$ cat src/sv/propagation_arrival_step_unit_assert.svh
// Assertion macros for the arrival step unit
`ifndef PROPAGATION_ARRIVAL_STEP_UNIT_ASSERT_SVH
`define PROPAGATION_ARRIVAL_STEP_UNIT_ASSERT_SVH

// condition holds in the same cycle
`define PAS_ASSERT_NOW(lbl, ante, cons, msg) \
  lbl: assert property (@(posedge clk) disable iff (!rst_n) (ante) |-> (cons)) \
    else $error(msg);

// condition holds in the next cycle
`define PAS_ASSERT_NEXT(lbl, ante, cons, msg) \
  lbl: assert property (@(posedge clk) disable iff (!rst_n) (ante) |=> (cons)) \
    else $error(msg);

`endif

$ cat src/sv/pas_pkg.sv
`timescale 1ns / 1ps
package pas_pkg;

  localparam int COORD_BITS_DEF = 24;
  localparam int FRAC_BITS_DEF  = 8;
  localparam int SPEED_W        = 24;
  localparam int STEP_W         = 32;
  localparam int DEN_W          = SPEED_W + STEP_W;
  localparam int CNT_W          = 64;
  localparam int QUEUE_DEPTH    = 2;

  localparam logic [STEP_W-1:0] STEP_RESET  = 32'd16777;
  localparam logic [11:0]       SPEED_NUM   = 12'd3432;

  typedef enum logic [1:0] {
    ACT_TICK  = 2'd0,
    ACT_LOAD  = 2'd1,
    ACT_QUERY = 2'd2,
    ACT_NOP   = 2'd3
  } pas_action_t;

  typedef enum logic [2:0] {
    ST_IDLE,
    ST_SQUARE,
    ST_SUM,
    ST_ROOT,
    ST_PREP,
    ST_DIV,
    ST_ADD,
    ST_DONE
  } pas_state_t;

  typedef struct packed {
    logic is_query;
    logic use_default;
  } pas_ctl_t;

endpackage

$ cat src/sv/pas_queue.sv
`timescale 1ns / 1ps
module pas_queue #(
  parameter int WIDTH = 8
) (
  input  logic             clk,
  input  logic             rst_n,
  input  logic             push_valid,
  output logic             push_ready,
  input  logic [WIDTH-1:0] push_data,
  output logic             pop_valid,
  input  logic             pop_ready,
  output logic [WIDTH-1:0] pop_data
);
  import pas_pkg::*;

  localparam int PW = (QUEUE_DEPTH > 1) ? $clog2(QUEUE_DEPTH) : 1;
  localparam int CW = $clog2(QUEUE_DEPTH + 1);

  logic [WIDTH-1:0] mem_r [QUEUE_DEPTH];
  logic [PW-1:0]    wr_ptr_r, wr_ptr_nxt, rd_ptr_r, rd_ptr_nxt;
  logic [CW-1:0]    count_r, count_nxt;
  logic             do_push, do_pop;

  assign push_ready = (count_r != CW'(QUEUE_DEPTH));
  assign pop_valid  = (count_r != '0);
  assign pop_data   = mem_r[rd_ptr_r];
  assign do_push    = push_valid && push_ready;
  assign do_pop     = pop_valid && pop_ready;

  always_comb begin
    wr_ptr_nxt = wr_ptr_r;
    rd_ptr_nxt = rd_ptr_r;
    count_nxt  = count_r;
    if (do_push) begin
      wr_ptr_nxt = (wr_ptr_r == PW'(QUEUE_DEPTH - 1)) ? '0 : wr_ptr_r + 1'b1;
    end
    if (do_pop) begin
      rd_ptr_nxt = (rd_ptr_r == PW'(QUEUE_DEPTH - 1)) ? '0 : rd_ptr_r + 1'b1;
    end
    if (do_push && !do_pop) begin
      count_nxt = count_r + 1'b1;
    end else if (do_pop && !do_push) begin
      count_nxt = count_r - 1'b1;
    end
  end

  always_ff @(posedge clk) begin
    if (!rst_n) begin
      wr_ptr_r <= '0;
      rd_ptr_r <= '0;
      count_r  <= '0;
    end else begin
      wr_ptr_r <= wr_ptr_nxt;
      rd_ptr_r <= rd_ptr_nxt;
      count_r  <= count_nxt;
    end
  end

  always_ff @(posedge clk) begin
    if (do_push) begin
      mem_r[wr_ptr_r] <= push_data;
    end
  end

endmodule

$ cat config.mk
export PLATFORM = sky130hd
export DESIGN_NAME = pas_queue
export DESIGN_NICKNAME = d
export VERILOG_FILES = /design/src/sv/propagation_arrival_step_unit_assert.svh /design/src/sv/pas_pkg.sv /design/src/sv/pas_queue.sv
export SDC_FILE = /design/constraint.sdc
export NUM_CORES = 1
export LEC_CHECK = 0
export BUFFER_PORTS_ARGS = -buffer_cell sky130_fd_sc_hd__clkbuf_2
export CAP_MARGIN = 30
export CORE_AREA = 2 2 48 50
export DETAILED_ROUTE_END_ITERATION = 12
export DIE_AREA = 0 0 50 52
export GPL_ROUTABILITY_DRIVEN = 0
export GPL_TIMING_DRIVEN = 0
export SLEW_MARGIN = 20
export SYNTH_ARGS = -nofsm -noshare
export SYNTH_HDL_FRONTEND = slang
export SYNTH_SLANG_ARGS = --single-unit
$ cat constraint.sdc
create_clock -name clk -period 1.5 [get_ports clk]
set_input_delay 0.15 -clock clk [delete_from_list [all_inputs] [get_ports clk]]
set_output_delay 0.15 -clock clk [all_outputs]
set_load 0.02 [all_outputs]
==> summary.md, run 1 <==
| Metric | Value |
|---|---|
| Result of the run | `finished, final reports clean` |
| Max-slew violations | `0` |
| First-pass GRT wire length | `1.97 mm` |
| Seq. cell area | `586 µm²` |
| Worst-path cell chain | `nand2b_4 -> and2_4 -> ha_4 -> xor2_2 -> or3_1 -> a21oi_1` |
| TritonCTS clock tree | `built` |
| Worst setup EP type | `flop` |
| Asr flop ratio synth | `0%` |
| Synthesized area | `between 800 and 900 µm²` |
| I/O pin count | `22` |
| Count of cell types in the netlist | `17` |
| Wire length per cell | `around 11 µm` |
| Pre-Repair DR Iteration Count | `2` |
| Count of state elements after synthesis | `21` |
| Clock network power share | `between 10% and 20%` |
| DIE AREA | `2600 µm²` |
| Count of routing violations after the opening detailed-route iteration | `3` |
| Cell count after placement | `99` |
| Worst Tran Pin Value | `0.388 ns` |
| Dominant synthesized flop cell | `sky130_fd_sc_hd__edfxtp_1` |
| Slowest cell on the critical path | `sky130_fd_sc_hd__dfxtp_4` |
| Final setup violating endpoints | `0` |
| Average instance area after synthesis | `16.2 µm²` |
| Clock insertion delay at the later pin of the skew report | `about 0.29 ns` |
| Maximum single-stage delay on the critical path | `0.37 ns` |
| Placement Cell Area | `962 µm²` |
| Worst slack at placement | `-0.0368 ns` |
| Worst voltage drop across the vdd grid | `847 µV` |
| Minimum clock period after layout | `1.46 ns` |
| Top achievable clock speed | `0.686 GHz` |
| Syn-to-layout area delta | `25.7%` |
| Maximum capacitance violations | `0` |
| Root buffer cell | `sky130_fd_sc_hd__clkbuf_4` |
| Maximum net fanout on the critical path | `5` |
| Die height | `52 µm` |
| Unrepaired setup endpoints after global routing | `true` |
| Avg Vias per Cell | `about 4.5` |
| Global route total overflow | `0` |
| Horizontal extent of the die | `roughly 50 µm` |
| Register area share after synthesis | `71.7%` |
| Largest area contributor in the netlist | `sky130_fd_sc_hd__edfxtp_1` |
| Sw power | `0.000548 W` |
| H-tree depth reported by CTS | `1` |
| Synthesized instance count | `50` |
| PwrDens | `1670 nW/µm²` |
| Nature of the critical path startpoint | `flop` |
| Area occupied by multi-input gates | `around 240 µm²` |
| Number of nets produced by synthesis | `between 60 and 70` |
| Clock tree sinks | `21` |
| Critical Setup Path Class | `reg -> reg` |
| Commonest cells post-synth | `16 x sky130_fd_sc_hd__edfxtp_1, 8 x sky130_fd_sc_hd__mux2_2, 5 x sky130_fd_sc_hd__dfxtp_1, 3 x sky130_fd_sc_hd__nor2_1, 3 x sky130_fd_sc_hd__xor2_1` |
| Number of global-route vias before repair | `about 450` |
| Top-count cell post-synth | `sky130_fd_sc_hd__edfxtp_1` |
| Share of total power consumed by net switching | `32.2%` |
| Seq pwr share | `47.0%` |
| CTS clock-pin slew for the worst setup and hold paths | `0.10 ns` |
| DRC errors left | `0` |
| Final hold viol count | `0` |
| Antenna Nets Post-Route | `0` |
| Buffers added on ports | `21` |
| Clock Tree Buf Depth | `2` |
| Final setup margin | `0.0413 ns` |
| Number of antenna violations at the first check in global routing | `0` |
| Routed wire length | `1.17 mm` |
| TritonCTS Buffers | `3` |
| P_leak | `0.408 nW` |
| Class of the tightest hold or removal check | `in -> reg` |
| Core ar. | `2110 µm²` |
| Number of fill cells | `~200` |
| Clock skew | `0.00277 ns` |
| EDFF count, synth | `16` |
| Site Rows | `17` |
| Share of power burned in combinational logic | `38.1%` |
| Post-Layout Cell Count | `104` |
| Final design instance area without fill | `1020 µm²` |
| Layout net count | `90` |
| Largest net degree at the start of global routing | `12` |
| Total power of the final layout | `between 0.0015 and 0.002 W` |
| Cell internal power dissipation | `0.00115 W` |
| Fraction of layout instances using a drive strength above 1 | `56.6%` |
| Number of warnings printed during yosys synthesis | `0` |
| Ant diodes | `0` |
| Relative max-transition margin | `74.2%` |
| Ratio of final minimum period to clock period | `97.2%` |
| Effective utilization at floorplan | `38.4%` |
| Post-cts hold buffer count | `0` |
| Worst path required time | `1.73 ns` |
| CP arrival | `1.69 ns` |
| Routed vias | `463` |
| Top post-synthesis cells by area | `sky130_fd_sc_hd__edfxtp_1 59%, sky130_fd_sc_hd__dfxtp_1 12%, sky130_fd_sc_hd__mux2_2 11%, sky130_fd_sc_hd__xor2_1 3.2%, sky130_fd_sc_hd__nand2b_4 1.7%` |
| Area share of the largest cell type after synthesis | `59.4%` |
| Total track usage | `10.6%` |
==> placed cells by master (no fill, tap or decap), types with 2 or more instances in the layout <==
master and count:
sky130_fd_sc_hd__clkbuf_2 21, sky130_fd_sc_hd__clkbuf_4 3, sky130_fd_sc_hd__a21oi_1 2, sky130_fd_sc_hd__nor2_1 3
sky130_fd_sc_hd__inv_1 2, sky130_fd_sc_hd__dfxtp_1 3, sky130_fd_sc_hd__buf_4 2, sky130_fd_sc_hd__xor2_1 2
sky130_fd_sc_hd__edfxtp_1 16, sky130_fd_sc_hd__mux2_2 8
==> cells by family after synthesis <==
group	after synthesis	synth area share (%)
DFF	21	71.7
and+or+nand+nor	9	7.11
muxes	8	11.1
AOI/OAI and AO/OA	5	3.71
xor gates and xnor gates	3	3.25
buffers and inverters	3	1.55
adders and majority gates	1	1.55
==> path summary, 6_finish.rpt <==
| path | startpoint | to | slack, ns | cells after the start |
|---|---|---|---|---|
| worst max-delay path | count_r[0] | count_r[1] | 0.04 | 6 |
| worst min-delay path | push_data[7] | mem_r[0][7] | 0.04 | 1 |
| worst max register to register | count_r[0] | count_r[1] | 0.04 | 6 |
| worst min register to register | rd_ptr_r | flop | 0.51 | 2 |
==> stage by stage <==
| step | hold WS (ns) | setup TNS [ns] | utilization (%) |
|---|---|---|---|
| 3_5_place_dp | 0.343 | -0.0368 | 45.7 |
| 4_1_cts | 0.0253 | 0 | 47.8 |
| 2_1_floorplan | 0.249 | 0 | - |
| 5_1_grt | 0.0233 | -0.0276 | 48.3 |
| 3_3_place_gp | 0.340 | -0.0246 | 45.7 |
| 6_report | 0.0401 | 0 | 48.3 |
==> registers in the layout, summed over array words and instances, names as in the netlist, named ones only <==
signal	flops
mem_r	16
count_r	2
rd_ptr_r	1
wr_ptr_r	1
==> what timing repair did <==
item,CTS,global route
setup endpoints to repair,9,1
setup buffers,1,0
pin swaps,0,1
resized for setup,5,2
cloned,0,0
==> power by group through the flow <==
stage,clock network (W),registers (W),logic (W)
CTS,0.000273,0.000793,0.000638
detailed placement,0,0.000804,0.000597
finish,0.000254,0.000798,0.000647
global route,0.000292,0.000812,0.000718
floorplan,0,0.000791,0.000448
global placement,0,0.000799,0.000588
==> routing by layer <==
layer / track usage [%] / up-vias / share of wire, %
met5: 0 / - / 0
met2: 17.5 / 15 / 49
met3: 3.45 / 2 / 5.5
li1: - / 233 / -
met4: 6.94 / 0 / 0.86
met1: 11.7 / 213 / 45
==> final cells by class <==
cell class	count	area share (%)
Multi-Input combinational cell	26	23.9
Inverter	2	0.738
Sequential cell	21	57.6
Clock buffer	4	2.58
Timing Repair Buffer	22	11.1
Tap cell	28	3.44
Buffer	1	0.738
==> critical path: cells and delay by family, from the launching register on <==
family,cells,cell delay [ns]
simple gates,3,0.61
fa+ha+maj,1,0.15
flops,1,0.37
xor+xnor,1,0.14
compound gates,1,0.12
(Power assumes the default switching activity.)
==> run 2, diff against run 1 <==
--- a/config.mk
+++ b/config.mk
@@ -12,6 +12,7 @@
 export DIE_AREA = 0 0 50 52
 export GPL_ROUTABILITY_DRIVEN = 0
 export GPL_TIMING_DRIVEN = 0
+export MAX_ROUTING_LAYER = met4
 export SLEW_MARGIN = 20
 export SYNTH_ARGS = -nofsm -noshare
 export SYNTH_HDL_FRONTEND = slang
==> summary.md, run 2 (synthesized netlist as in run 1, its figures left out) <==
| Metric | Value |
|---|---|
| Antenna Nets Post-Route | `0 (unchanged)` |
| Post-cts hold buffer count | `0 (unchanged)` |
| Number of global-route vias before repair | `445 (unchanged)` |
| Maximum single-stage delay on the critical path | `0.37 ns (about the same)` |
| Largest net degree at the start of global routing | `12 (unchanged)` |
| Horizontal extent of the die | `50 µm (unchanged)` |
| Final hold viol count | `0 (unchanged)` |
| Number of fill cells | `196 (unchanged)` |
| Class of the tightest hold or removal check | `in -> reg (unchanged)` |
| Root buffer cell | `sky130_fd_sc_hd__clkbuf_4 (unchanged)` |
| First-pass GRT wire length | `1.98 mm (was 1.97 mm)` |
| Area occupied by multi-input gates | `243 µm² (unchanged)` |
| Commonest cells after routing, fill and taps aside | `21 x sky130_fd_sc_hd__clkbuf_2, 16 x sky130_fd_sc_hd__edfxtp_1, 8 x sky130_fd_sc_hd__mux2_2 (unchanged)` |
| Slowest cell on the critical path | `sky130_fd_sc_hd__dfxtp_4 (unchanged)` |
| TritonCTS Buffers | `3 (unchanged)` |
| Max-slew violations | `0 (unchanged)` |
| Total track usage | `10.9% (was 10.6%)` |
| Core ar. | `2110 µm² (unchanged)` |
| Nature of the critical path startpoint | `flop (unchanged)` |
| Pre-Repair DR Iteration Count | `2 (unchanged)` |
| Critical Setup Path Class | `reg -> reg (unchanged)` |
| Wire length per cell | `11.2 µm (unchanged)` |
| Unrepaired setup endpoints after global routing | `true (unchanged)` |
| Relative max-transition margin | `74.2% (unchanged)` |
| Fraction of layout instances using a drive strength above 1 | `56.6% (unchanged)` |
| Minimum clock period after layout | `1.46 ns (about the same)` |
| Count of buffer and inverter cells on the critical path | `0 (unchanged)` |
| Worst voltage drop across the vdd grid | `847 µV (about the same)` |
| Largest registers in the final layout | `mem_r x16, count_r x2 (unchanged)` |
| Clock Tree Buf Depth | `2 (unchanged)` |
| Worst hold slack | `0.0401 ns (about the same)` |
| Clock insertion delay at the later pin of the skew report | `0.29 ns (about the same)` |
| DRC errors left | `0 (unchanged)` |
| Count of routing violations after the opening detailed-route iteration | `3 (unchanged)` |
| Global route total overflow | `0 (unchanged)` |
| H-tree depth reported by CTS | `1 (unchanged)` |
| Ant diodes | `0 (unchanged)` |
| Max reg flops | `16 (unchanged)` |
| TritonCTS clock tree | `built (unchanged)` |
| Maximum net fanout on the critical path | `5 (unchanged)` |
| Register with the highest flop count | `mem_r (unchanged)` |
| Site Rows | `17 (unchanged)` |
| Ratio of final minimum period to clock period | `97.2% (about the same)` |
| Syn-to-layout area delta | `25.7% (unchanged)` |
| DIE AREA | `2600 µm² (unchanged)` |
| Seq. cell area | `586 µm² (unchanged)` |
| Cell count after placement | `99 (unchanged)` |
| Effective utilization at floorplan | `38.4% (unchanged)` |
| Final setup violating endpoints | `0 (unchanged)` |
| Avg Vias per Cell | `4.45 (unchanged)` |
| Die height | `52 µm (unchanged)` |
| Buffers added on ports | `21 (unchanged)` |
| I/O pin count | `22 (unchanged)` |
| Most common cell after layout, fill and taps aside | `sky130_fd_sc_hd__clkbuf_2 (unchanged)` |
| Routed vias | `463 (unchanged)` |
| CP arrival | `1.69 ns (about the same)` |
| Worst Tran Pin Value | `0.388 ns (unchanged)` |
| Worst setup EP type | `flop (unchanged)` |
| Routed wire length | `1.17 mm (unchanged)` |
| PwrDens | `1670 nW/µm² (about the same)` |
| Maximum capacitance violations | `0 (unchanged)` |
| Layout net count | `90 (unchanged)` |
| Post-Layout Cell Count | `104 (unchanged)` |
| Top achievable clock speed | `0.686 GHz (about the same)` |
| Worst path required time | `1.73 ns (about the same)` |
| CTS clock-pin slew for the worst setup and hold paths | `0.10 ns (about the same)` |
| P_leak | `0.408 nW (unchanged)` |
| Clock tree sinks | `21 (unchanged)` |
| CP top delay family | `simple AND/OR/NAND/NOR gates (unchanged)` |
| Result of the run | `finished, final reports clean (unchanged)` |
| Number of antenna violations at the first check in global routing | `0 (unchanged)` |
| Worst-path cell chain | `nand2b_4 -> and2_4 -> ha_4 -> xor2_2 -> or3_1 -> a21oi_1 (unchanged)` |
| Clock skew | `0.00275 ns (was 0.00277 ns)` |
[run 2: worst paths after layout]
path | start | to | slack, ns | cells past startpoint
max | count_r[0] | count_r[1] | 0.04 | 6
max reg2reg | count_r[0] | count_r[1] | 0.04 | 6
min | push_data[7] | mem_r[0][7] | 0.04 | 1
min reg2reg | rd_ptr_r | flop | 0.51 | 2
[run 2: timing repair]
| item | in CTS | in global routing |
|---|---|---|
| pin swaps | 0 | 1 |
| gates resized for setup | 5 | 2 |
| buffers inserted | 1 | 0 |
| endpoints found under the setup margin | 9 | 1 |
[run 2: layout make-up]
type	count	share of cell area [%]
Sequential cell	21	57.6
Multi-Input combinational cell	26	23.9
Timing Repair Buffer	22	11.1
Tap cell	28	3.44
Clock buffer	4	2.58
Buffer	1	0.738
Inverter	2	0.738
[run 2: routing by layer]
layer  global-route usage, %  routed length, µm
met3                    3.45                 64
met2                    17.5                568
met4                    6.94                 10
met5                       -                  0
met1                    11.7                525
[run 2: metrics by stage]
stage                     TNS [ns]  power, W  utilization, %  area [µm²]  worst slack, ns
after floorplan                  0   0.00124               -         822          0.00985
after global placement     -0.0246   0.00139            45.7         962          -0.0246
after detailed placement   -0.0368   0.00140            45.7         962          -0.0368
after CTS                        0   0.00170            47.8        1010          0.00455
after global routing       -0.0276   0.00182            48.3        1020          -0.0276
final                            0   0.00170            48.3        1020           0.0413
[run 2: worst register-to-register path: cells and delay by family, from the launching register on]
kind                     cells  cell delay (ns)
flip-flops                   1             0.37
adder cells (fa/ha/maj)      1             0.15
XOR/XNOR                     1             0.14
AO/OA/AOI/OAI                1             0.12
AND/OR/NAND/NOR              3             0.61
[run 2: power by group]
group,switching [W],leakage [nW],internal [W]
clock,0.000150,0.0150,0.000103
combinational,0.000347,0.201,0.000300
sequential,0.0000508,0.192,0.000747
==> run 3, diff against run 2 <==
--- a/config.mk
+++ b/config.mk
@@ -7,9 +7,9 @@
 export LEC_CHECK = 0
 export BUFFER_PORTS_ARGS = -buffer_cell sky130_fd_sc_hd__clkbuf_2
 export CAP_MARGIN = 30
-export CORE_AREA = 2 2 48 50
+export CORE_AREA = 2 2 52 54
 export DETAILED_ROUTE_END_ITERATION = 12
-export DIE_AREA = 0 0 50 52
+export DIE_AREA = 0 0 54 56
 export GPL_ROUTABILITY_DRIVEN = 0
 export GPL_TIMING_DRIVEN = 0
 export MAX_ROUTING_LAYER = met4
==> constraint.sdc (replaced) <==
create_clock -name clk -period 1.7 [get_ports clk]
set_input_delay 0.17 -clock clk [delete_from_list [all_inputs] [get_ports clk]]
set_output_delay 0.17 -clock clk [all_outputs]
set_load 0.02 [all_outputs]
==> summary.md, run 3 (synthesized netlist as in run 1, its figures left out) <==
| Metric | Value |
|---|---|
| Unrepaired setup endpoints after global routing | `false (was true)` |
| Site Rows | `18 (was 17)` |
| I/O pin count | `22 (unchanged)` |
| CTS clock-pin slew for the worst setup and hold paths | `0.10 ns (about the same)` |
| Worst setup EP type | `flop (unchanged)` |
| Max reg flops | `16 (unchanged)` |
| Die height | `56 µm (was 52 µm)` |
| Core ar. | `2430 µm² (was 2110 µm²)` |
| Horizontal extent of the die | `54 µm (was 50 µm)` |
| CP arrival | `1.79 ns (was 1.69 ns)` |
| Register with the highest flop count | `mem_r (unchanged)` |
| H-tree depth reported by CTS | `1 (unchanged)` |
| Minimum clock period after layout | `1.58 ns (was 1.46 ns)` |
| Clock tree sinks | `21 (unchanged)` |
| Global route total overflow | `0 (unchanged)` |
| Clock skew | `0.00267 ns (was 0.00275 ns)` |
| Wire length per cell | `11.2 µm (about the same)` |
| TritonCTS clock tree | `built (unchanged)` |
| Number of antenna violations at the first check in global routing | `0 (unchanged)` |
| Count of routing violations after the opening detailed-route iteration | `6 (was 3)` |
| Commonest cells after routing, fill and taps aside | `21 x sky130_fd_sc_hd__clkbuf_2, 16 x sky130_fd_sc_hd__edfxtp_1, 8 x sky130_fd_sc_hd__mux2_2 (unchanged)` |
| Max-slew violations | `0 (unchanged)` |
| Final setup violating endpoints | `0 (unchanged)` |
| Post-CTS sizing | `0 (was 5)` |
| Avg Vias per Cell | `4.43 (was 4.45)` |
| Count of buffer and inverter cells on the critical path | `0 (unchanged)` |
| Cells on worst reg2reg path | `5 (was 6)` |
| Ratio of final minimum period to clock period | `92.7% (was 97.2%)` |
| Hold path depth | `1 (unchanged)` |
| Worst R2R Start | `count_r[0] (unchanged)` |
| Effective utilization at floorplan | `33.3% (was 38.4%)` |
| P_leak | `0.398 nW (was 0.408 nW)` |
| Maximum net fanout on the critical path | `5 (unchanged)` |
| Hpwl dp | `880 µm` |
| First-pass GRT wire length | `1.83 mm (was 1.98 mm)` |
| Slowest cell on the critical path | `sky130_fd_sc_hd__or3_1 (was sky130_fd_sc_hd__dfxtp_4)` |
| Result of the run | `finished, final reports clean (unchanged)` |
| Clock insertion delay at the later pin of the skew report | `0.28 ns (was 0.29 ns)` |
| DIE AREA | `3020 µm² (was 2600 µm²)` |
| Stages on the worst setup path | `5 (was 6)` |
| Root buffer cell | `sky130_fd_sc_hd__clkbuf_4 (unchanged)` |
| Routed wire length | `1.17 mm (about the same)` |
| Worst Tran Pin Value | `0.363 ns (was 0.388 ns)` |
| Worst slack at placement | `0.102 ns (was -0.0368 ns)` |
| Nature of the critical path startpoint | `flop (unchanged)` |
| Final hold viol count | `0 (unchanged)` |
| Worst voltage drop across the vdd grid | `760 µV (was 847 µV)` |
| Top achievable clock speed | `0.635 GHz (was 0.686 GHz)` |
| CP top delay family | `simple AND/OR/NAND/NOR gates (unchanged)` |
| TritonCTS Buffers | `3 (unchanged)` |
| Largest registers in the final layout | `mem_r x16, count_r x2 (unchanged)` |
| DRC errors left | `0 (unchanged)` |
| Maximum capacitance violations | `0 (unchanged)` |
| Worst-path cell chain | `nand2b_4 -> and2_1 -> ha_1 -> or3_1 -> a21oi_1 (was nand2b_4 -> and2_4 -> ha_4 -> xor2_2 -> or3_1 -> a21oi_1)` |
| Fin Setup TNS | `0 ns (unchanged)` |
| Fraction of layout instances using a drive strength above 1 | `50.7% (was 56.6%)` |
| Syn-to-layout area delta | `21.2% (was 25.7%)` |
| Pre-Repair DR Iteration Count | `4 (was 2)` |
| Worst setup path start | `count_r[0] (unchanged)` |
| Largest net degree at the start of global routing | `12 (unchanged)` |
| Number of global-route vias before repair | `427 (was 445)` |
| Clock Tree Buf Depth | `2 (unchanged)` |
| Maximum single-stage delay on the critical path | `0.37 ns (about the same)` |
| Final setup margin | `0.124 ns (was 0.0413 ns)` |
| Routed vias | `465 (was 463)` |
| Antenna Nets Post-Route | `0 (unchanged)` |
| PwrDens | `1450 nW/µm² (was 1670 nW/µm²)` |
| Post-CTS setup buffers | `0 (was 1)` |
| Relative max-transition margin | `75.8% (was 74.2%)` |
| Ant diodes | `0 (unchanged)` |
| Critical Setup Path Class | `reg -> reg (unchanged)` |
| Start point of the worst hold path | `push_data[1] (was push_data[7])` |
| Class of the tightest hold or removal check | `in -> reg (unchanged)` |
| Total track usage | `8.62% (was 10.9%)` |
| Most common cell after layout, fill and taps aside | `sky130_fd_sc_hd__clkbuf_2 (unchanged)` |
| Worst path required time | `1.92 ns (was 1.73 ns)` |
| Buffers added on ports | `21 (unchanged)` |
| Post-cts hold buffer count | `0 (unchanged)` |
| Layout net count | `89 (was 90)` |
[run 3: changes by cell type in the layout (fill, tap and decap cells not counted), sizes merged]
cell	delta
buf	-1
[run 3: cell type report]
class                      instances  area [µm²]
clock buffer                       4        26.3
buffer                             1        5.00
fill                             251        1450
inverter                           2        7.51
sequential                        21         583
timing repair buffer              21         105
tap                               30        37.5
multi-input combinational         26         216
[run 3: routing by layer]
| layer | global-route usage [%] | up-vias | share of wire [%] |
|---|---|---|---|
| met5 | - | - | 0 |
| met4 | 4.29 | 0 | 0.85 |
| met3 | 2.42 | 2 | 6.9 |
| met2 | 12.7 | 15 | 47 |
| met1 | 10.6 | 215 | 45 |
| li1 | - | 233 | - |
[run 3: path summary, 6_finish.rpt]
| kind | slack (ns) | to |
|---|---|---|
| worst max-delay path | 0.12 | count_r[1] |
| worst min-delay path | 0.07 | mem_r[0][1] |
| worst max register to register | 0.12 | count_r[1] |
| worst min register to register | 0.52 | rd_ptr_r |
[run 3: where the power goes]
part           total [W]  internal (W)  switching (W)
Combinational   0.000503      0.000221       0.000282
Sequential      0.000702      0.000655      0.0000464
Clock           0.000219     0.0000910       0.000128
[run 3: metrics by stage]
| step | std cells | power, W | util (%) | hold WS, ns | cell area (µm²) |
|---|---|---|---|---|---|
| floorplan | 50 | 0.00108 | - | 0.269 | 810 |
| global placement | 101 | 0.00120 | 39.1 | 0.364 | 952 |
| detailed placement | 101 | 0.00122 | 39.1 | 0.364 | 952 |
| finish | 105 | 0.00142 | 40.3 | 0.0688 | 981 |
| global route | 105 | 0.00153 | 40.3 | 0.0533 | 981 |
| CTS | 105 | 0.00145 | 40.2 | 0.0579 | 978 |
