<file path="config.mk">
export PLATFORM = sky130hd
export DESIGN_NAME = pas_back_flat
export DESIGN_NICKNAME = d
export VERILOG_FILES = /design/src/sv/pas_pkg.sv /design/src/sv/pas_intf.sv /design/src/sv/pas_back.sv /design/src/flat_wrapper.sv
export VERILOG_INCLUDE_DIRS = /design/src /design/src/sv
export SDC_FILE = /design/constraint.sdc
export NUM_CORES = 1
export LEC_CHECK = 0
export ABC_AREA = 1
export BUFFER_PORTS_ARGS = -buffer_cell sky130_fd_sc_hd__buf_2
export CAP_MARGIN = 10
export CORE_UTILIZATION = 45
export CTS_CLUSTER_DIAMETER = 120
export CTS_CLUSTER_SIZE = 20
export DETAILED_ROUTE_END_ITERATION = 6
export GPL_TIMING_DRIVEN = 0
export PLACE_DENSITY = 0.66
export SYNTH_ARGS = -nofsm -noshare
export SYNTH_HDL_FRONTEND = slang
export SYNTH_SLANG_ARGS = --single-unit
export TNS_END_PERCENT = 100
</file>
<file path="constraint.sdc">
create_clock -name clk -period 4.85 [get_ports clk]
set_clock_uncertainty 0.1 [all_clocks]
set_input_delay 0.485 -clock clk [delete_from_list [all_inputs] [get_ports clk]]
set_output_delay 0.485 -clock clk [all_outputs]
set_load 0.01 [all_outputs]
</file>
<file path="src/sv/propagation_arrival_step_unit_assert.svh">
// Assertion macros for the arrival step unit
`ifndef PROPAGATION_ARRIVAL_STEP_UNIT_ASSERT_SVH
`define PROPAGATION_ARRIVAL_STEP_UNIT_ASSERT_SVH

// condition holds in the same cycle
`define PAS_ASSERT_NOW(lbl, ante, cons, msg) \
  lbl: assert property (@(posedge clk) disable iff (!rst_n) (ante) |-> (cons)) \
    else $error(msg);

// condition holds in the next cycle
`define PAS_ASSERT_NEXT(lbl, ante, cons, msg) \
  lbl: assert property (@(posedge clk) disable iff (!rst_n) (ante) |=> (cons)) \
    else $error(msg);

`endif

</file>
<file path="src/sv/pas_pkg.sv">
`timescale 1ns / 1ps
package pas_pkg;

  localparam int COORD_BITS_DEF = 24;
  localparam int FRAC_BITS_DEF  = 8;
  localparam int SPEED_W        = 24;
  localparam int STEP_W         = 32;
  localparam int DEN_W          = SPEED_W + STEP_W;
  localparam int CNT_W          = 64;
  localparam int QUEUE_DEPTH    = 2;

  localparam logic [STEP_W-1:0] STEP_RESET  = 32'd16777;
  localparam logic [11:0]       SPEED_NUM   = 12'd3432;

  typedef enum logic [1:0] {
    ACT_TICK  = 2'd0,
    ACT_LOAD  = 2'd1,
    ACT_QUERY = 2'd2,
    ACT_NOP   = 2'd3
  } pas_action_t;

  typedef enum logic [2:0] {
    ST_IDLE,
    ST_SQUARE,
    ST_SUM,
    ST_ROOT,
    ST_PREP,
    ST_DIV,
    ST_ADD,
    ST_DONE
  } pas_state_t;

  typedef struct packed {
    logic is_query;
    logic use_default;
  } pas_ctl_t;

endpackage

</file>
<file path="src/sv/pas_intf.sv">


interface pas_out_if #(parameter int COORD_BITS = 24);
  logic                valid;
  logic                ready;
  logic [63:0]         arrival_step;
  logic [COORD_BITS:0] path_length;
  logic [63:0]         current_step;
  logic                zero_divisor;

  modport source (output valid, arrival_step, path_length, current_step, zero_divisor,
                  input ready);
  modport sink (input valid, arrival_step, path_length, current_step, zero_divisor,
                output ready);
endinterface

</file>
<file path="src/sv/pas_back.sv">
`timescale 1ns / 1ps
`include "propagation_arrival_step_unit_assert.svh"
module pas_back #(
  parameter int COORD_BITS = pas_pkg::COORD_BITS_DEF,
  parameter int FRAC_BITS  = pas_pkg::FRAC_BITS_DEF,
  parameter int QW         = 8
) (
  input  logic                      clk,
  input  logic                      rst_n,
  input  logic [pas_pkg::STEP_W-1:0] step_seconds,
  input  logic                      pop_valid,
  output logic                      pop_ready,
  input  logic [QW-1:0]             pop_data,
  pas_out_if.source                 out_ch
);
  import pas_pkg::*;

  localparam int DW   = COORD_BITS + 1;
  localparam int SQW  = 2 * DW;
  localparam int RW   = DW;
  localparam int RMW  = RW + 2;
  localparam int NW   = RW + 32 - FRAC_BITS;
  localparam int SH_D = 24 - FRAC_BITS;
  localparam int SH_G = 32 - FRAC_BITS;
  localparam int IW   = $clog2(NW);

  pas_state_t       state_r, state_nxt;
  pas_ctl_t         ctl_r, pop_ctl;
  logic [CNT_W-1:0] cnt_r, pop_cnt;
  logic [DW-1:0]    dx_r, dy_r, pop_dx, pop_dy;
  logic [SPEED_W-1:0] spd_r, pop_spd;
  logic [SQW-1:0]   sqx_r, sqy_r, rad_r;
  logic [DEN_W-1:0] den_r, drem_r;
  logic [RMW-1:0]   rem_r, rem_t, trial;
  logic [RW-1:0]    root_r;
  logic [NW-1:0]    num_r;
  logic [DEN_W:0]   dtrial;
  logic [IW-1:0]    iter_r;
  logic             zf_r;
  logic [CNT_W-1:0] arr_r;
  logic [CNT_W:0]   sum;
  logic [NW-1:0]    root_ext;
  logic             load_out, last_root, last_div;

  logic             out_valid_r;
  logic [CNT_W-1:0] out_arr_r, out_cur_r;
  logic [RW-1:0]    out_len_r;
  logic             out_zf_r;

  assign {pop_ctl, pop_cnt, pop_dx, pop_dy, pop_spd} = pop_data;

  assign rem_t     = {rem_r[RMW-3:0], rad_r[SQW-1 -: 2]};
  assign trial     = {root_r, 2'b01};
  assign dtrial    = {drem_r, num_r[NW-1]};
  assign root_ext  = NW'(root_r);
  assign sum       = {1'b0, cnt_r} + (CNT_W + 1)'(num_r);
  assign last_root = (iter_r == IW'(RW - 1));
  assign last_div  = (iter_r == IW'(NW - 1));

  always_comb begin
    state_nxt = state_r;
    case (state_r)
      ST_IDLE:   if (pop_valid) state_nxt = pop_ctl.is_query ? ST_SQUARE : ST_DONE;
      ST_SQUARE: state_nxt = ST_SUM;
      ST_SUM:    state_nxt = ST_ROOT;
      ST_ROOT:   if (last_root) state_nxt = ST_PREP;
      ST_PREP:   state_nxt = zf_r ? ST_ADD : ST_DIV;
      ST_DIV:    if (last_div) state_nxt = ST_ADD;
      ST_ADD:    state_nxt = ST_DONE;
      ST_DONE:   if (!out_valid_r || out_ch.ready) state_nxt = ST_IDLE;
      default:   state_nxt = ST_IDLE;
    endcase
  end

  always_comb begin
    pop_ready = 1'b0;
    load_out  = 1'b0;
    case (state_r)
      ST_IDLE: pop_ready = 1'b1;
      ST_DONE: load_out  = !out_valid_r || out_ch.ready;
      default: begin
        pop_ready = 1'b0;
        load_out  = 1'b0;
      end
    endcase
  end

  always_ff @(posedge clk) begin
    if (!rst_n) begin
      state_r     <= ST_IDLE;
      out_valid_r <= 1'b0;
    end else begin
      state_r <= state_nxt;
      if (load_out) begin
        out_valid_r <= 1'b1;
      end else if (out_ch.ready) begin
        out_valid_r <= 1'b0;
      end
    end
  end

  always_ff @(posedge clk) begin
    case (state_r)
      ST_IDLE: begin
        ctl_r <= pop_ctl;
        cnt_r <= pop_cnt;
        dx_r  <= pop_dx;
        dy_r  <= pop_dy;
        spd_r <= pop_spd;
      end
      ST_SQUARE: begin
        sqx_r <= SQW'(dx_r * dx_r);
        sqy_r <= SQW'(dy_r * dy_r);
        den_r <= ctl_r.use_default ? DEN_W'(SPEED_NUM * step_seconds)
                                   : DEN_W'(spd_r * step_seconds);
      end
      ST_SUM: begin
        rad_r  <= sqx_r + sqy_r;
        rem_r  <= '0;
        root_r <= '0;
        iter_r <= '0;
        zf_r   <= (den_r == '0);
      end
      ST_ROOT: begin
        rad_r  <= rad_r << 2;
        iter_r <= iter_r + 1'b1;
        if (rem_t >= trial) begin
          rem_r  <= rem_t - trial;
          root_r <= {root_r[RW-2:0], 1'b1};
        end else begin
          rem_r  <= rem_t;
          root_r <= {root_r[RW-2:0], 1'b0};
        end
      end
      ST_PREP: begin
        num_r  <= ctl_r.use_default ? NW'(((root_ext << SH_D) << 3) + ((root_ext << SH_D) << 1))
                                    : NW'(root_ext << SH_G);
        drem_r <= '0;
        iter_r <= '0;
      end
      ST_DIV: begin
        iter_r <= iter_r + 1'b1;
        if (dtrial >= {1'b0, den_r}) begin
          drem_r <= DEN_W'(dtrial - {1'b0, den_r});
          num_r  <= {num_r[NW-2:0], 1'b1};
        end else begin
          drem_r <= DEN_W'(dtrial);
          num_r  <= {num_r[NW-2:0], 1'b0};
        end
      end
      ST_ADD: begin
        arr_r <= (zf_r || sum[CNT_W]) ? '1 : sum[CNT_W-1:0];
      end
      default: begin
      end
    endcase
  end

  always_ff @(posedge clk) begin
    if (load_out) begin
      out_cur_r <= cnt_r;
      out_arr_r <= ctl_r.is_query ? arr_r  : '0;
      out_len_r <= ctl_r.is_query ? root_r : '0;
      out_zf_r  <= ctl_r.is_query && zf_r;
    end
  end

  assign out_ch.valid        = out_valid_r;
  assign out_ch.arrival_step = out_arr_r;
  assign out_ch.path_length  = out_len_r;
  assign out_ch.current_step = out_cur_r;
  assign out_ch.zero_divisor = out_zf_r;

  `PAS_ASSERT_NOW(a_zero_sat, out_valid_r && out_zf_r, out_arr_r == '1, "zero divisor not saturated")
  `PAS_ASSERT_NOW(a_pop_idle, pop_ready, state_r == ST_IDLE, "queue popped while busy")
  `PAS_ASSERT_NEXT(a_out_hold, out_valid_r && !out_ch.ready, out_valid_r && $stable(out_cur_r), "result dropped")
  `PAS_ASSERT_NEXT(a_div_end, state_r == ST_DIV && last_div, state_r == ST_ADD, "divider overran")

endmodule
</file>
<file path="src/flat_wrapper.sv">
// flat-port wrapper written by rule: the top's interface ports become plain ports
module pas_back_flat import pas_pkg::*;
#(
  parameter int COORD_BITS = pas_pkg::COORD_BITS_DEF,
  parameter int FRAC_BITS  = pas_pkg::FRAC_BITS_DEF,
  parameter int QW         = 8
)
  (clk, rst_n, step_seconds, pop_valid, pop_ready, pop_data, out_ch_valid, out_ch_arrival_step, out_ch_path_length, out_ch_current_step, out_ch_zero_divisor, out_ch_ready);
  pas_out_if #(.COORD_BITS(COORD_BITS)) out_ch_i ();
  input  logic clk;
  input  logic rst_n;
  input  logic [pas_pkg::STEP_W-1:0] step_seconds;
  input  logic pop_valid;
  output logic pop_ready;
  input  logic [QW-1:0] pop_data;
  output wire logic [$bits(out_ch_i.valid)-1:0] out_ch_valid;
  output wire logic [$bits(out_ch_i.arrival_step)-1:0] out_ch_arrival_step;
  output wire logic [$bits(out_ch_i.path_length)-1:0] out_ch_path_length;
  output wire logic [$bits(out_ch_i.current_step)-1:0] out_ch_current_step;
  output wire logic [$bits(out_ch_i.zero_divisor)-1:0] out_ch_zero_divisor;
  input wire logic [$bits(out_ch_i.ready)-1:0] out_ch_ready;
  assign out_ch_valid = out_ch_i.valid;
  assign out_ch_arrival_step = out_ch_i.arrival_step;
  assign out_ch_path_length = out_ch_i.path_length;
  assign out_ch_current_step = out_ch_i.current_step;
  assign out_ch_zero_divisor = out_ch_i.zero_divisor;
  assign out_ch_i.ready = out_ch_ready;
  pas_back #(.COORD_BITS(COORD_BITS), .FRAC_BITS(FRAC_BITS), .QW(QW)) u_core (.clk(clk), .rst_n(rst_n), .step_seconds(step_seconds), .pop_valid(pop_valid), .pop_ready(pop_ready), .pop_data(pop_data), .out_ch(out_ch_i));
endmodule
</file>
==> flow_metrics.env, run 1 <==
export IMPL_cts_root_buffer="clkbuf_16"
export IMPL_startpoint_type="register"
export IMPL_final_core_util_pct=52.29
export IMPL_worst_skew_pair_late_latency_ns=0.35
export IMPL_syn_area_um2=12360
export IMPL_die_height_um=167.7
export IMPL_grtUsageMet2_pct=37.83
export IMPL_crit_arrival_ns=4.63
export IMPL_htreeDepth=3
export IMPL_first_pass_iters=5
export IMPL_hpwlAfterDp_mm=24.84
export IMPL_drtIter0Drc=591
export IMPL_final_cell_mix="inv_1, nand2_1, fa_1"
export IMPL_grt_pass1_wl_mm=48.02
export IMPL_hold_violations=0
export IMPL_vias_per_cell=4.421
export IMPL_grt_met3_usage_pct=4.396
export IMPL_yosysSeqAreaShare_pct=14.01
export IMPL_clockBufferDepth=2
export IMPL_grtUsageMet1_pct=27.47
export IMPL_path_class="register to register"
export IMPL_ant_nets=0
export IMPL_tritoncts="built"
export IMPL_rows=60
export IMPL_antenna_found_initial=1
export IMPL_slew_violations=0
export IMPL_start_util_pct=45.85
export IMPL_top_usage_layer="met2"
export IMPL_path_common_cell="nand2_1"
export IMPL_path_clk_slew_ns=0.07
export IMPL_worst_slew_pin_slew_ns=0.6633
export IMPL_maxCapViolations=0
export IMPL_yosys_warnings=0
export IMPL_numCtsBuffers=9
export IMPL_wl_per_cell_um=13.15
export IMPL_finalCritPeriodShare_pct=95.75
export IMPL_cp_max_fo=10
export IMPL_cp_slowest_cell="edfxtp_1"
export IMPL_layout_drive_gt1_share_pct=14.84
export IMPL_antenna_cells=0
export IMPL_placed_area_um2=13460
export IMPL_synth_edf_count=55
export IMPL_avgSynthCellArea_um2=7.278
export IMPL_syn_instance_count=1698
export IMPL_portBuffers=13
export IMPL_status="finished, final reports clean"
export IMPL_fmaxAchievable_mhz=215.3
export IMPL_track_usage_pct=21.85
export IMPL_coreArea_um2=26950
export IMPL_finalSetupViolCount=0
export IMPL_area_growth_syn_to_layout_pct=14.04
export IMPL_num_vias=9876
export IMPL_grt_max_degree=15
export IMPL_place_congestion=0.8935
export IMPL_hold_class="input port to register"
export IMPL_ys_async_sr_fraction_pct=0
export IMPL_required_ns=4.84
export IMPL_clkSinkCount=59
export IMPL_grt_setup_unrepaired="true"
export IMPL_synthFlopType="edfxtp_1"
export IMPL_die_w_um=167.7
export IMPL_stdcell_area_um2=14090
export IMPL_remaining_drc_errors=0
export IMPL_nets=2174
export IMPL_synth_cell_types=32
export IMPL_crit_chain="buf_4 -> nand2_1 -> inv_1 -> fa_1 -> fa_1 -> inv_1 -> fa_1 -> fa_1 -> inv_1 -> ha_1 -> nand2_1 -> nand3_2 -> nand2_1 -> nand3_1 -> nand2_1 -> nand2_2 -> nand2_1 -> nand2_1 -> nand2_1 -> nand2_1"
export IMPL_synth_ff_latch_count=59
export IMPL_wl_mm=29.38
export IMPL_grt_overflow_total=0
export IMPL_max_slew_margin_rel_pct=55.78
export IMPL_final_common_cell="inv_1"
export IMPL_layout_min_cycle_time_ns=4.644
export IMPL_pin_count=200
export IMPL_worstSetupEndpointType="register"
export IMPL_design_die_area_um2=28130
export IMPL_slowest_delay_ns=0.51
export IMPL_grt_pass1_vias=9741
cell families after synthesis:
| kind of cell | count (synthesis) | synth area share [%] |
|---|---|---|
| compound gates | 67 | 2.896 |
| xor+xnor | 20 | 1.417 |
| fa+ha+maj | 242 | 35.44 |
| buf+inv | 690 | 25.64 |
| flops | 59 | 14.01 |
| other cells | 1 | 0.03034 |
| simple gates | 619 | 20.57 |
layout make-up:
type                       instances  area (um2)
buffer                           210        1448
tap                              341       426.7
fill                            2623       12860
inverter                         480        1802
multi-input combinational       1102        8172
clock inverter                     6       90.09
clock buffer                      10       229.0
sequential                        59        1732
timing repair buffer              26       195.2
synthesized netlist by cell type, drive strengths merged (2+ instances only):
cell	number	area, um2
and2	2	12.51
nand3	33	195.2
xor2	15	131.4
clkbuf	55	206.5
dfxtp	4	80.08
fa	180	3603
nor3	18	90.09
edfxtp	55	1652
nand2	488	1872
o21bai	5	37.54
inv	480	1802
ha	62	775.7
nand3b	2	27.53
xnor2	5	43.79
buf	155	1160
o21ai	20	100.1
nand4	3	18.77
a21oi	37	185.2
a31oi	2	12.51
nor2	63	264.0
nor4	10	62.56
state kept, by name, summed over array words and instances (netlist names):
register and flops:
u_core.spd_r 8, u_core.den_r 40, u_core.zf_r 1, u_core.out_ch.valid 1
u_core.iter_r 6, u_core.state_r 3
per-layer routing:
layer,share of wire (%),vias to the layer above
met1,43,4613
met4,2.1,0
met3,6.3,41
met5,0,-
met2,48,301
li1,-,4921
what timing repair did:
action | CTS | global route
setup endpoints to repair | 30 | 26
buffers inserted | 2 | 8
hold buffers | 0 | 0
gates cloned | 0 | 0
pin swaps | 0 | 2
gates resized for setup | 20 | 76
critical path: cells and delay by family (launching register included):
family / cells / cell delay, ns
DFF: 1 / 0.51
and+or+nand+nor: 11 / 1.07
buffers and inverters: 4 / 0.42
adders and majority gates: 5 / 2.29
through the flow:
stage / TNS, ns / hold WS, ns / instances / worst slack (ns)
2_1_floorplan: 0 / 0.4021 / 1851 / 0.5442
3_3_place_gp: -8.002 / 0.4250 / 2205 / -0.4240
3_5_place_dp: -9.498 / 0.4360 / 2208 / -0.4739
4_1_cts: 0 / 0.2029 / 2226 / 0.007164
5_1_grt: -0.1147 / 0.2012 / 2234 / -0.02360
6_report: 0 / 0.2072 / 2234 / 0.2063
path summary, 6_finish.rpt:
check,from,to,slack [ns],cells past startpoint
min reg2reg,u_core.state_r[1]$_SDFFE_PN0P_,u_core.state_r[1]$_SDFFE_PN0P_,0.44,2
min,pop_data[3],u_core.spd_r[3]$_DFFE_PP_,0.21,1
max reg2reg,u_core.spd_r[3]$_DFFE_PP_,u_core.den_r[35]$_DFFE_PP_,0.21,20
max,u_core.spd_r[3]$_DFFE_PP_,u_core.den_r[35]$_DFFE_PP_,0.21,20
Power of run 1 is left out: the tool's default activity adds up to more than one toggle a clock period on the data nets, which glitch-free logic cannot reach.
==> run 2: changes to the inputs <==
--- a/config.mk
+++ b/config.mk
@@ -15,6 +15,7 @@
 export DETAILED_ROUTE_END_ITERATION = 6
 export GPL_TIMING_DRIVEN = 0
 export PLACE_DENSITY = 0.66
+export RECOVER_POWER = 25
 export SYNTH_ARGS = -nofsm -noshare
 export SYNTH_HDL_FRONTEND = slang
 export SYNTH_SLANG_ARGS = --single-unit
==> flow_metrics.env, run 2 (same netlist as run 1, synthesis figures left out) <==
export IMPL_num_vias=9891
export IMPL_cp_max_fo=10
export IMPL_remaining_drc_errors=0
export IMPL_grt_pass1_vias=9741
export IMPL_nets=2174
export IMPL_die_w_um=167.7
export IMPL_layout_min_cycle_time_ns=4.645
export IMPL_worst_slew_pin_slew_ns=0.7625
export IMPL_layout_drive_gt1_share_pct=14.69
export IMPL_nFillCells=2625
export IMPL_wl_per_cell_um=13.16
export IMPL_antenna_cells=0
export IMPL_stdcell_area_um2=14090
export IMPL_crit_arrival_ns=4.63
export IMPL_final_cell_mix="inv_1, nand2_1, fa_1"
export IMPL_required_ns=4.84
export IMPL_final_common_cell="inv_1"
export IMPL_finalSetupViolCount=0
export IMPL_wl_mm=29.40
export IMPL_start_util_pct=45.85
export IMPL_fmaxAchievable_mhz=215.3
export IMPL_grt_pass1_wl_mm=48.02
export IMPL_hold_class="input port to register"
export IMPL_pin_count=200
export IMPL_ant_nets=0
export IMPL_numCtsBuffers=9
export IMPL_coreArea_um2=26950
export IMPL_first_pass_iters=6
export IMPL_status="finished, final reports clean"
export IMPL_grt_setup_unrepaired="true"
export IMPL_clkSinkCount=59
export IMPL_clockBufferDepth=2
export IMPL_die_height_um=167.7
export IMPL_slew_violations=0
export IMPL_portBuffers=13
export IMPL_max_slew_margin_rel_pct=48.78
export IMPL_track_usage_pct=21.85
export IMPL_cts_root_buffer="clkbuf_16"
export IMPL_place_congestion=0.8935
export IMPL_antenna_found_initial=1
export IMPL_maxCapViolations=0
export IMPL_worstSetupEndpointType="register"
export IMPL_placed_area_um2=13460
export IMPL_area_growth_syn_to_layout_pct=13.98
export IMPL_largest_register_ffs=40
export IMPL_cts_hold_buf=0
export IMPL_vias_per_cell=4.427
export IMPL_rows=60
export IMPL_path_class="register to register"
export IMPL_startpoint_type="register"
export IMPL_largest_registers="u_core.den_r x40, u_core.spd_r x8, u_core.iter_r x6"
export IMPL_regMostFlops="u_core.den_r"
export IMPL_hpwlAfterDp_mm=24.84
export IMPL_path_clk_slew_ns=0.07
export IMPL_worst_skew_pair_late_latency_ns=0.35
export IMPL_htreeDepth=3
export IMPL_drtIter0Drc=590
export IMPL_fin_tns_setup_ns=0
export IMPL_hold_violations=0
export IMPL_grt_overflow_total=0
export IMPL_grt_max_degree=15
export IMPL_design_die_area_um2=28130
export IMPL_tritoncts="built"
export IMPL_finalCritPeriodShare_pct=95.77
[run 2: layout make-up]
cell class / instances / area (um2) / share of cell area, %
buffer: 210 / 1448 / 10.28
clock buffer: 10 / 229.0 / 1.626
clock inverter: 6 / 90.09 / 0.6395
inverter: 480 / 1802 / 12.79
multi-input combinational: 1102 / 8167 / 57.98
sequential: 59 / 1732 / 12.29
tap: 341 / 426.7 / 3.029
timing repair buffer: 26 / 192.7 / 1.368
[run 2: metal layers]
layer  up-vias  share of wire (%)  global-route usage [%]
li1       4920                  -                       -
met1      4619                 43                   27.47
met2       311                 49                   37.83
met3        41                6.4                   4.396
met4         0                2.1                   6.422
met5         -                  0                       0
[run 2: critical path, cell delays in order, from the launching register on]
cell and delay (ns):
edfxtp_1 0.51, buf_4 0.26, nand2_1 0.07, inv_1 0.06, fa_1 0.43, fa_1 0.51, inv_1 0.06, fa_1 0.50
fa_1 0.50, inv_1 0.04, ha_1 0.35, nand2_1 0.13, nand3_2 0.18, nand2_1 0.11, nand3_1 0.13, nand2_1 0.11
nand2_2 0.08, nand2_1 0.10, nand2_1 0.06, nand2_1 0.05, nand2_1 0.05
[run 2: through the flow]
step	std cells	hold slack, ns	worst slack, ns	utilization [%]
floorplan	1851	0.4021	0.5442	-
CTS	2226	0.2029	0.007164	51.31
global placement	2205	0.4250	-0.4240	49.81
global route	2234	0.2012	-0.02360	52.27
finish	2234	0.2072	0.2053	52.27
detailed placement	2208	0.4360	-0.4739	49.94
[run 2: timing repair]
| action | CTS | global route |
|---|---|---|
| pin swaps | 0 | 2 |
| resized for setup | 20 | 76 |
| setup endpoints to repair | 30 | 26 |
| buffers inserted | 2 | 8 |
[run 2: worst paths after layout]
path,startpoint,to,slack (ns),cells after the start
worst max register to register,u_core.spd_r[3]$_DFFE_PP_,u_core.den_r[35]$_DFFE_PP_,0.21,20
worst min register to register,u_core.state_r[1]$_SDFFE_PN0P_,u_core.state_r[1]$_SDFFE_PN0P_,0.43,2
worst max-delay path,u_core.spd_r[3]$_DFFE_PP_,u_core.den_r[35]$_DFFE_PP_,0.21,20
worst min-delay path,pop_data[3],u_core.spd_r[3]$_DFFE_PP_,0.21,1
Power of run 2 is left out for the same reason.
==> run 3: changes to the inputs <==
--- a/config.mk
+++ b/config.mk
@@ -13,7 +13,6 @@
 export CTS_CLUSTER_DIAMETER = 120
 export CTS_CLUSTER_SIZE = 20
 export DETAILED_ROUTE_END_ITERATION = 6
-export GPL_TIMING_DRIVEN = 0
 export PLACE_DENSITY = 0.66
 export RECOVER_POWER = 25
 export SYNTH_ARGS = -nofsm -noshare
==> flow_metrics.env, run 3 (same netlist as run 1, synthesis figures left out) <==
export IMPL_fin_tns_setup_ns=0
export IMPL_post_place_ws_ns=0.2517
export IMPL_path_class="register to register"
export IMPL_critical_path_buf_inv_count=5
export IMPL_wl_mm=25.46
export IMPL_start_util_pct=45.85
export IMPL_worstSetupEndpointType="register"
export IMPL_nets=1998
export IMPL_coreArea_um2=26950
export IMPL_crit_arrival_ns=4.50
export IMPL_maxCapViolations=1
export IMPL_crit_chain="buf_4 -> nand2_1 -> inv_1 -> fa_1 -> fa_1 -> fa_1 -> inv_1 -> fa_1 -> inv_1 -> ha_1 -> nand2_2 -> inv_1 -> a21oi_1 -> nand3_2 -> nand2_1 -> nand2_2 -> nand2_1 -> nand2_1 -> nand2_1 -> nand2_1"
export IMPL_finalSetupViolCount=0
export IMPL_vias_per_cell=4.453
export IMPL_grt_pass1_wl_mm=44.28
export IMPL_final_common_cell="inv_1"
export IMPL_worst_skew_pair_late_latency_ns=0.32
export IMPL_grt_max_degree=41
export IMPL_hold_violations=0
export IMPL_violations="capacitance limit, slew limit"
export IMPL_worst_slew_pin_slew_ns=2.116
export IMPL_hpwlAfterDp_mm=21.72
export IMPL_place_congestion=0.8932
export IMPL_num_vias=9165
export IMPL_clockBufferDepth=2
export IMPL_cp_max_fo=17
export IMPL_slew_violations=41
export IMPL_largest_register_ffs=40
export IMPL_critPathCapture="u_core.den_r[36]$_DFFE_PP_"
export IMPL_pin_count=200
export IMPL_numCtsBuffers=9
export IMPL_final_core_util_pct=47.14
export IMPL_htreeDepth=3
export IMPL_status="finished with violations"
export IMPL_grt_overflow_total=0
export IMPL_portBuffers=45
export IMPL_antenna_found_initial=0
export IMPL_design_die_area_um2=28130
export IMPL_cts_hold_buf=0
export IMPL_layout_drive_gt1_share_pct=6.290
export IMPL_final_cell_mix="inv_1, nand2_1, fa_1"
export IMPL_cts_root_buffer="clkbuf_16"
export IMPL_grt_setup_unrepaired="false"
export IMPL_track_usage_pct=19.37
export IMPL_first_pass_iters=5
export IMPL_drtIter0Drc=570
export IMPL_path_common_cell="nand2_1"
export IMPL_ant_nets=0
export IMPL_critPathTopFamily="adder cells"
export IMPL_startpoint_type="register"
export IMPL_tritoncts="built"
export IMPL_rows=60
export IMPL_slowest_delay_ns=0.57
export IMPL_regMostFlops="u_core.den_r"
export IMPL_path_clk_slew_ns=0.06
export IMPL_fmaxAchievable_mhz=221.2
export IMPL_startpoint="u_core.spd_r[5]$_DFFE_PP_"
export IMPL_cts_setup_buffers=0
export IMPL_r2r_cells=20
export IMPL_rrSetupSlack_ns=0.33
export IMPL_cp_slowest_cell="fa_1"
export IMPL_finalCritPeriodShare_pct=93.23
export IMPL_wl_per_cell_um=12.37
export IMPL_remaining_drc_errors=0
export IMPL_layout_min_cycle_time_ns=4.522
export IMPL_die_height_um=167.7
export IMPL_whs_path_depth=1
export IMPL_reg2reg_to="u_core.den_r[36]$_DFFE_PP_"
export IMPL_clkSinkCount=59
export IMPL_cp_depth=20
export IMPL_fin_ws_ns=0.3284
export IMPL_grt_pass1_vias=9415
export IMPL_antenna_cells=0
export IMPL_ctsResizeCount=0
export IMPL_die_w_um=167.7
export IMPL_max_slew_margin_rel_pct=-41.05
export IMPL_largest_registers="u_core.den_r x40, u_core.spd_r x8, u_core.iter_r x6"
export IMPL_area_growth_syn_to_layout_pct=2.805
export IMPL_hold_class="input port to register"
export IMPL_reg2reg_from="u_core.spd_r[5]$_DFFE_PP_"
export IMPL_required_ns=4.83
==> run 3: final cells by class <==
type                            count  area, um2
Clock inverter                      4      73.82
Tap cell                          341      426.7
Timing Repair Buffer               60      376.6
Multi-Input combinational cell   1102       8038
Clock buffer                       12      256.5
Fill cell                        2738      14250
Sequential cell                    59       1732
Inverter                          480       1802
==> run 3: routing by layer <==
metal,vias up,share of wire (%),routed length (um),track usage [%]
met5,-,0,0,0
met4,0,0.60,153,2.553
met3,13,4.5,1142,2.458
met2,248,50,12740,34.60
met1,4332,45,11420,25.60
li1,4572,-,-,-
==> run 3: worst min-delay path by stage <==
stage | from | slack [ns] | end
6_report | pop_data[3] | 0.23 | u_core.spd_r[3]$_DFFE_PP_
4_1_cts | pop_data[3] | 0.22 | u_core.spd_r[3]$_DFFE_PP_
5_1_grt | pop_data[7] | 0.21 | u_core.spd_r[7]$_DFFE_PP_
2_1_floorplan | u_core.state_r[1]$_SDFFE_PN0P_ | 0.40 | u_core.state_r[1]$_SDFFE_PN0P_
3_5_place_dp | u_core.state_r[1]$_SDFFE_PN0P_ | 0.45 | u_core.state_r[1]$_SDFFE_PN0P_
3_3_place_gp | u_core.state_r[1]$_SDFFE_PN0P_ | 0.43 | u_core.state_r[1]$_SDFFE_PN0P_
==> run 3: per-stage QoR <==
stage	hold slack, ns	area [um2]	cells
final	0.2323	12700	2058
after global routing	0.2147	12700	2058
after CTS	0.2171	12720	2058
after detailed placement	0.4467	12390	2042
after global placement	0.4340	12390	2042
after floorplan	0.4021	12930	1851
Power of run 3 is left out for the same reason.
